--- src/ntdm_pkg.sv ---
package ntdm_pkg;

  localparam int FIELD_W    = 16;  // width of one coordinate field on the bus
  localparam int SUM_W      = 48;  // saturating accumulator
  localparam int DIST_W     = 24;  // floor square root of the accumulator
  localparam int IDX_W      = 8;   // template index fields
  localparam int ROOT_STEPS = DIST_W;
  localparam int STEP_W     = $clog2(ROOT_STEPS);

  localparam logic [SUM_W-1:0]  SUM_MAX  = '1;
  localparam logic [DIST_W-1:0] DIST_MAX = '1;

  typedef enum logic [3:0] {
    S_IDLE = 4'b0001,
    S_ACC  = 4'b0010,
    S_ROOT = 4'b0100,
    S_DONE = 4'b1000
  } state_t;

  // controller -> datapath
  typedef struct packed {
    logic capture;     // take the request into the square registers
    logic accum;       // add the squares to the running sum
    logic root_start;  // move the sum into the root unit, clear the sum
    logic root_step;   // one digit of the square root
    logic finish;      // compare, load the result register, advance the set
  } cmd_t;

  // datapath -> controller
  typedef struct packed {
    logic last_point;  // captured request closes a template
    logic root_done;   // the current step is the last digit
    logic out_free;    // result register can take a new result this cycle
  } stat_t;

endpackage

--- src/ntdm_ctrl.sv ---
module ntdm_ctrl (
  input  logic           clk,
  input  logic           rst,
  input  logic           s_tvalid,
  output logic           s_tready,
  input  ntdm_pkg::stat_t stat,
  output ntdm_pkg::cmd_t  cmd
);
  import ntdm_pkg::*;

  state_t state, state_next;

  always_ff @(posedge clk) begin
    if (rst) begin
      state <= S_IDLE;
    end else begin
      state <= state_next;
    end
  end

  assign s_tready = (state == S_IDLE);

  always_comb begin
    state_next = state;
    cmd        = '0;
    unique case (state)
      S_IDLE: begin
        if (s_tvalid) begin
          cmd.capture = 1'b1;
          state_next  = S_ACC;
        end
      end
      S_ACC: begin
        cmd.accum = 1'b1;
        if (stat.last_point) begin
          cmd.root_start = 1'b1;
          state_next     = S_ROOT;
        end else begin
          state_next = S_IDLE;
        end
      end
      S_ROOT: begin
        cmd.root_step = 1'b1;
        if (stat.root_done) begin
          state_next = S_DONE;
        end
      end
      S_DONE: begin
        if (stat.out_free) begin
          cmd.finish = 1'b1;
          state_next = S_IDLE;
        end
      end
      default: begin
        state_next = S_IDLE;
      end
    endcase
  end

  a_finish_free: assert property (@(posedge clk) disable iff (rst)
    cmd.finish |-> stat.out_free)
    else $error("result loaded while output register is occupied");

  a_accept_acc: assert property (@(posedge clk) disable iff (rst)
    (s_tvalid && s_tready) |=> cmd.accum)
    else $error("accepted request not accumulated next cycle");

  a_root_after_acc: assert property (@(posedge clk) disable iff (rst)
    cmd.root_start |=> (cmd.root_step && !s_tready))
    else $error("root unit not stepping after start");

endmodule

--- src/ntdm_dp.sv ---
module ntdm_dp #(
  parameter int MAX_TEMPLATES = 256,
  parameter int COORD_BITS    = 16
) (
  input  logic                                 clk,
  input  logic                                 rst,
  input  ntdm_pkg::cmd_t                       cmd,
  output ntdm_pkg::stat_t                      stat,
  input  logic [ntdm_pkg::FIELD_W-1:0]         known_x,
  input  logic [ntdm_pkg::FIELD_W-1:0]         known_y,
  input  logic [ntdm_pkg::FIELD_W-1:0]         unknown_x,
  input  logic [ntdm_pkg::FIELD_W-1:0]         unknown_y,
  input  logic                                 last_point,
  input  logic                                 last_template,
  output logic                                 out_valid,
  input  logic                                 out_ready,
  output logic [ntdm_pkg::IDX_W-1:0]           template_index,
  output logic [ntdm_pkg::DIST_W-1:0]          distance,
  output logic [ntdm_pkg::IDX_W-1:0]           best_index,
  output logic [ntdm_pkg::DIST_W-1:0]          best_distance,
  output logic                                 set_done
);
  import ntdm_pkg::*;

  localparam int EXT_W = (COORD_BITS > FIELD_W) ? COORD_BITS : FIELD_W;
  localparam int MAG_W = COORD_BITS + 1;
  localparam int SQ_W  = 2 * MAG_W;
  localparam int ADD_W = SQ_W + 1;
  localparam int ACC_W = ((ADD_W > SUM_W) ? ADD_W : SUM_W) + 1;
  localparam int CNT_W = (MAX_TEMPLATES > 1) ? $clog2(MAX_TEMPLATES) : 1;
  localparam logic [CNT_W-1:0] CNT_LAST = CNT_W'(MAX_TEMPLATES - 1);
  localparam int REM_W = DIST_W + 1;

  // raw field read as a COORD_BITS-bit two's-complement value
  function automatic logic signed [COORD_BITS-1:0] coord(input logic [FIELD_W-1:0] raw);
    logic [EXT_W-1:0] e;
    e = EXT_W'(raw);
    return $signed(e[COORD_BITS-1:0]);
  endfunction

  function automatic logic [MAG_W-1:0] abs_diff(input logic [FIELD_W-1:0] a,
                                                input logic [FIELD_W-1:0] b);
    logic signed [MAG_W-1:0] d;
    d = MAG_W'(coord(a)) - MAG_W'(coord(b));
    return d[MAG_W-1] ? MAG_W'(-d) : MAG_W'(d);
  endfunction

  // ---------------- capture: one square per axis ----------------
  logic [MAG_W-1:0] mag_x, mag_y;
  logic [SQ_W-1:0]  sq_x, sq_y;
  logic             cap_last, cap_done;

  assign mag_x = abs_diff(known_x, unknown_x);
  assign mag_y = abs_diff(known_y, unknown_y);

  always_ff @(posedge clk) begin
    if (cmd.capture) begin
      sq_x     <= SQ_W'(mag_x) * SQ_W'(mag_x);
      sq_y     <= SQ_W'(mag_y) * SQ_W'(mag_y);
      cap_last <= last_point;
      cap_done <= last_template;
    end
  end

  // ---------------- saturating accumulator ----------------
  logic [SUM_W-1:0] sum, sum_next;
  logic [ACC_W-1:0] sum_wide;

  assign sum_wide = ACC_W'(sum) + ACC_W'(sq_x) + ACC_W'(sq_y);
  assign sum_next = (sum_wide > ACC_W'(SUM_MAX)) ? SUM_MAX : SUM_W'(sum_wide);

  // ---------------- digit-by-digit square root ----------------
  logic [SUM_W-1:0]  rt_val;
  logic [REM_W-1:0]  rt_rem;
  logic [DIST_W-1:0] rt_root;
  logic [STEP_W-1:0] rt_cnt;
  logic [REM_W+1:0]  rem_sh, trial;
  logic              take;

  assign rem_sh = {rt_rem, rt_val[SUM_W-1 -: 2]};
  assign trial  = (REM_W + 2)'({rt_root, 2'b01});
  assign take   = (rem_sh >= trial);

  always_ff @(posedge clk) begin
    if (cmd.root_start) begin
      rt_val  <= sum_next;
      rt_rem  <= '0;
      rt_root <= '0;
      rt_cnt  <= '0;
    end else if (cmd.root_step) begin
      rt_val  <= {rt_val[SUM_W-3:0], 2'b00};
      rt_rem  <= take ? REM_W'(rem_sh - trial) : REM_W'(rem_sh);
      rt_root <= {rt_root[DIST_W-2:0], take};
      rt_cnt  <= rt_cnt + STEP_W'(1);
    end
  end

  // ---------------- running minimum and template count ----------------
  logic [CNT_W-1:0]  count;
  logic [DIST_W-1:0] min_dist, new_min;
  logic [IDX_W-1:0]  min_idx, new_idx;
  logic              better;

  assign better  = (rt_root < min_dist);
  assign new_min = better ? rt_root : min_dist;
  assign new_idx = better ? IDX_W'(count) : min_idx;

  always_ff @(posedge clk) begin
    if (rst) begin
      sum      <= '0;
      count    <= '0;
      min_dist <= DIST_MAX;
      min_idx  <= '0;
    end else begin
      if (cmd.accum) begin
        sum <= cmd.root_start ? '0 : sum_next;
      end
      if (cmd.finish) begin
        if (cap_done) begin
          count    <= '0;
          min_dist <= DIST_MAX;
          min_idx  <= '0;
        end else begin
          count    <= (count == CNT_LAST) ? '0 : count + CNT_W'(1);
          min_dist <= new_min;
          min_idx  <= new_idx;
        end
      end
    end
  end

  // ---------------- result register ----------------
  always_ff @(posedge clk) begin
    if (rst) begin
      out_valid <= 1'b0;
    end else if (cmd.finish) begin
      out_valid <= 1'b1;
    end else if (out_ready) begin
      out_valid <= 1'b0;
    end
  end

  always_ff @(posedge clk) begin
    if (cmd.finish) begin
      template_index <= IDX_W'(count);
      distance       <= rt_root;
      best_index     <= new_idx;
      best_distance  <= new_min;
      set_done       <= cap_done;
    end
  end

  assign stat.last_point = cap_last;
  assign stat.root_done  = (rt_cnt == STEP_W'(ROOT_STEPS - 1));
  assign stat.out_free   = !out_valid || out_ready;

  a_best_le_dist: assert property (@(posedge clk) disable iff (rst)
    out_valid |-> (best_distance <= distance))
    else $error("best distance above the distance it was compared with");

  a_finish_valid: assert property (@(posedge clk) disable iff (rst)
    cmd.finish |=> out_valid)
    else $error("result register not valid after load");

  a_sum_cleared: assert property (@(posedge clk) disable iff (rst)
    cmd.root_start |=> (sum == '0 && rt_cnt == '0))
    else $error("sum or root counter not cleared at root start");

endmodule

--- src/nearest_template_distance_match.sv ---
// nearest_template_distance_match
//
// Input stream (s_*): one request per point pair, template point and the
// matching point of the unknown grid. s_tlast marks the last point of a
// template, s_tuser marks that this template is the last of the set (only
// looked at together with s_tlast).
// Output stream (m_*): one result per finished template: its index, its
// distance (floor sqrt of the saturating sum of squared differences), the
// best index/distance so far (first of equal minima wins). m_tlast marks the
// result that closes the set; the block then starts a fresh set.
//
// A point is squared, then accumulated, and no new request is taken before
// both steps are done. The last point of a template then runs through the
// bit-serial square root (one result bit per cycle), which forms the distance,
// and then the result register is loaded.
// The result register decouples the sides: new requests are taken while a
// result waits. If a second result is ready before the first is taken, the
// block holds in its final state and s_tready stays low until m_tready.
// Reset (rst, synchronous) clears the sum, template count and minimum.
module nearest_template_distance_match #(
  parameter int MAX_TEMPLATES = 256,
  parameter int COORD_BITS    = 16
) (
  input  logic        clk,
  input  logic        rst,
  input  logic        s_tvalid,
  output logic        s_tready,
  input  logic [63:0] s_tdata,   // known_x, known_y, unknown_x, unknown_y (16 bits each)
  input  logic        s_tlast,   // last_point
  input  logic        s_tuser,   // last_template
  output logic        m_tvalid,
  input  logic        m_tready,
  output logic [63:0] m_tdata,   // template_index[8], distance[24], best_index[8],
                                 // best_distance[24]
  output logic        m_tlast    // set_done
);
  import ntdm_pkg::*;

  cmd_t  cmd;
  stat_t stat;

  logic [IDX_W-1:0]  template_index, best_index;
  logic [DIST_W-1:0] distance, best_distance;

  ntdm_ctrl u_ctrl (
    .clk      (clk),
    .rst      (rst),
    .s_tvalid (s_tvalid),
    .s_tready (s_tready),
    .stat     (stat),
    .cmd      (cmd)
  );

  ntdm_dp #(
    .MAX_TEMPLATES (MAX_TEMPLATES),
    .COORD_BITS    (COORD_BITS)
  ) u_dp (
    .clk            (clk),
    .rst            (rst),
    .cmd            (cmd),
    .stat           (stat),
    .known_x        (s_tdata[15:0]),
    .known_y        (s_tdata[31:16]),
    .unknown_x      (s_tdata[47:32]),
    .unknown_y      (s_tdata[63:48]),
    .last_point     (s_tlast),
    .last_template  (s_tuser),
    .out_valid      (m_tvalid),
    .out_ready      (m_tready),
    .template_index (template_index),
    .distance       (distance),
    .best_index     (best_index),
    .best_distance  (best_distance),
    .set_done       (m_tlast)
  );

  assign m_tdata = {best_distance, best_index, distance, template_index};

endmodule

--- config.mk ---
export PLATFORM = sky130hd
export DESIGN_NAME = nearest_template_distance_match
export DESIGN_NICKNAME = d
export VERILOG_FILES = /design/src/ntdm_pkg.sv /design/src/ntdm_ctrl.sv /design/src/ntdm_dp.sv /design/src/nearest_template_distance_match.sv
export SDC_FILE = /design/constraint.sdc
export NUM_CORES = 2
export LEC_CHECK = 0
export ABC_AREA = 0
export BUFFER_PORTS_ARGS = -buffer_cell sky130_fd_sc_hd__buf_2
export CAP_MARGIN = 20
export CORE_MARGIN = 1.5
export CORE_UTILIZATION = 65
export CTS_BUF_LIST = sky130_fd_sc_hd__clkbuf_4
export CTS_CLUSTER_SIZE = 25
export DETAILED_ROUTE_END_ITERATION = 8
export PLACE_DENSITY_LB_ADDON = 0.12
export REMOVE_ABC_BUFFERS = 1
export SLEW_MARGIN = 20
export SYNTH_ARGS = -nofsm -noshare
export SYNTH_HDL_FRONTEND = slang
export SYNTH_HIERARCHICAL = 1
export SYNTH_SLANG_ARGS = --single-unit
--- constraint.sdc ---
create_clock -name clk -period 18 [get_ports clk]
set_input_delay 3.6 -clock clk [delete_from_list [all_inputs] [get_ports clk]]
set_output_delay 3.6 -clock clk [all_outputs]
set_load 0.005 [all_outputs]
==> qor.yml <==
timing:
  period_share: 0.748
  final.setup.tns_ns: 0
  skew_ns: 0.0657
  worst_slew_pin_slew_ns: 0.998
  setup_viol: 0
  slew_viol_final: 0
  period_minus_slack_ns: 13.47
  maxSlewHeadroom: 0.330
  rsz0062_at_grt: "false"
  max_freq_ghz: 0.0742
  hold_viol: 0
clock_tree:
  ctsHoldBuffers: 0
  clk_latency_ns: 0.79
  postCtsSetupBuffers: 0
  post_cts_resized: 0
  cts_buffers: 85
  clockBufferDepth: 3
  clkTransAtPathRegs_ns: 0.06
  cts_sinks: 328
  h-tree-depth: 3
  cts_tree: "built"
  root_buffer: "clkbuf_4"
logic_synthesis:
  ys_seq_elements: 328
  syn_avg_cell_area_um2: 9.41
  synth_area_um2: 34800
  yosysMostFrequentCell: "inv_1"
  synth_top_area_frac: 0.242
  ys_seq_area_frac: 0.241
  synth_edf_count: 181
  yosys.area.top_type: "fa_1"
  synth.area.top_cells: "fa_1 24%, edfxtp_1 16%, ha_1 12%"
  synthArstFlopShare: 0
  ys.warnings.count: 6
  synthDistinctLibCells: 92
  synthTopCellsByCount: "665 x inv_1, 421 x fa_1, 347 x nor2_1, 325 x ha_1, 287 x nand2_1"
  synthCells: 3697
  ys_dominant_reg_cell: "edfxtp_1"
critical_path:
  cp-start-kind: "primary input"
  required_ns: 18.50
  crit_path_max_fanout: 17
  critPathMaxStageDelay_ns: 0.68
  crit_type: "in2reg"
  crit_slowest_cell: "xor2_1"
  cp.arrival_ns: 13.97
  end_kind: "register"
die:
  core_um2: 52800
  die-area_um2: 54900
  start_util: 0.659
  fp.dieW_um: 234
  die_h_um: 234
  rows: 84
  ioPinCount: 137
cells_and_area:
  area_growth_syn_to_layout_pct: 7.24
  finalNetCount: 4667
  seq_area_um2: 8380
  num-fill-cells: 4109
  drive_above_1_share: 0.0928
  multi_input_area_um2: 23500
place:
  io_buffers: 136
  place.gp.congestion: 0.934
  post-dp-hpwl_um: 60200
global_routing:
  grt_first_pass_wirelength_um: 127000
  antenna_found_initial: 2
  grt.total_usage: 0.285
  grt_pass1_vias: 27000
  grt_start_max_net_pins: 86
  overflow: 0
drt:
  drt-total-wl_um: 76000
  remaining_drc_errors: 0
  first_iter_violations: 1603
  vias_per_cell: 5.68
  dr.pass1.iters: 8
  vias: 26200
  ant_nets: 0
  wire_per_inst_um: 16.5
job:
  drv_cap: 0
min_path:
  min_path_type: "reg2reg"
run_status:
  status: "finished, final reports clean"
==> final timing paths <==
kind | from | endpoint | slack [ns] | cells after the start
setup / recovery | s_tdata[0] | u_dp/sq_x[30] | 4.53 | 37
hold / removal | u_dp/sum[1] | u_dp/sum[1] | 0.48 | 2
setup reg to reg | u_dp/sq_x[4] | u_dp/sum[26] | 12.28 | 14
hold reg to reg | u_dp/sum[1] | u_dp/sum[1] | 0.48 | 2
==> registers in the layout, indices dropped and copies added, names as in the netlist, 25 cells and up <==
name / cells
u_dp/sq_x: 33
u_dp/rt_rem: 25
u_dp/sq_y: 33
u_dp/sum: 48
u_dp/rt_val: 48
==> worst max-delay path: cells and delay by family <==
family          cells  cell delay [ns]
compound gates     16             4.32
buf+inv             8             0.85
fa+ha+maj           9             3.99
simple gates        2             0.44
xor+xnor            2             0.75
==> cell type report <==
type,count,share of cell area
inverters,676,0.0680
clock buffers,129,0.0260
flip-flops and latches,328,0.225
clock inverters,28,0.00423
multi-input cells,2593,0.629
diodes,2,0.000134
repair buffers,167,0.0245
well taps,688,0.0231
==> cell families after synthesis <==
group                      after synthesis  synth area share
muxes                                   85            0.0249
AOI/OAI and AO/OA                      636             0.119
adders and majority gates              746             0.359
xor gates and xnor gates               192            0.0488
other                                    2          0.000216
buffers and inverters                  801            0.0875
and+or+nand+nor                        907             0.119
DFF                                    328             0.241
==> routing by layer <==
| metal | wire length (um) | up-vias | track usage |
|---|---|---|---|
| li1 | - | 12500 | - |
| met1 | 31700 | 12800 | 0.360 |
| met2 | 38000 | 780 | 0.499 |
| met3 | 4290 | 157 | 0.0463 |
| met4 | 2000 | 0 | 0.0961 |
| met5 | 0 | - | 0 |
==> stage by stage <==
step	std cells	cell area (um^2)	util	hold slack, ns	worst slack, ns
5_1_grt	4611	37300	0.707	0.492	3.89
4_1_cts	4609	37300	0.707	0.481	4.69
2_1_floorplan	3597	34400	-	0.444	5.40
3_3_place_gp	4452	36200	0.685	0.462	4.29
6_report	4611	37300	0.707	0.481	4.53
3_5_place_dp	4452	36200	0.686	0.471	3.89
==> cells in the final DEF, fill, tap and decap left out, types with 11 or more instances in the layout <==
master | synthesis | final
a211oi_1 | 40 | 40
a21o_1 | 68 | 68
a21oi_1 | 172 | 171
a31oi_1 | 36 | 36
and2_1 | 18 | 17
and3_1 | 17 | 16
buf_2 | 11 | 136
buf_4 | 4 | 31
clkbuf_4 | 0 | 129
clkinv_1 | 2 | 22
conb_1 | 2 | 27
dfxtp_1 | 147 | 147
edfxtp_1 | 181 | 181
fa_1 | 421 | 421
ha_1 | 325 | 325
inv_1 | 665 | 664
mux2_2 | 13 | 13
mux2i_1 | 72 | 72
nand2_1 | 287 | 287
nand2b_1 | 51 | 51
nand3_1 | 33 | 33
nand4_1 | 30 | 30
nor2_1 | 347 | 347
nor2b_1 | 32 | 32
nor3_1 | 27 | 27
nor4_1 | 11 | 11
o211ai_1 | 33 | 33
o21a_1 | 32 | 32
o21ai_0 | 134 | 134
o21bai_1 | 13 | 13
xnor2_1 | 111 | 111
xor2_1 | 79 | 79
Power is not shown: default switching activity piles up to over one toggle a cycle in this logic, so the estimate is an artifact.
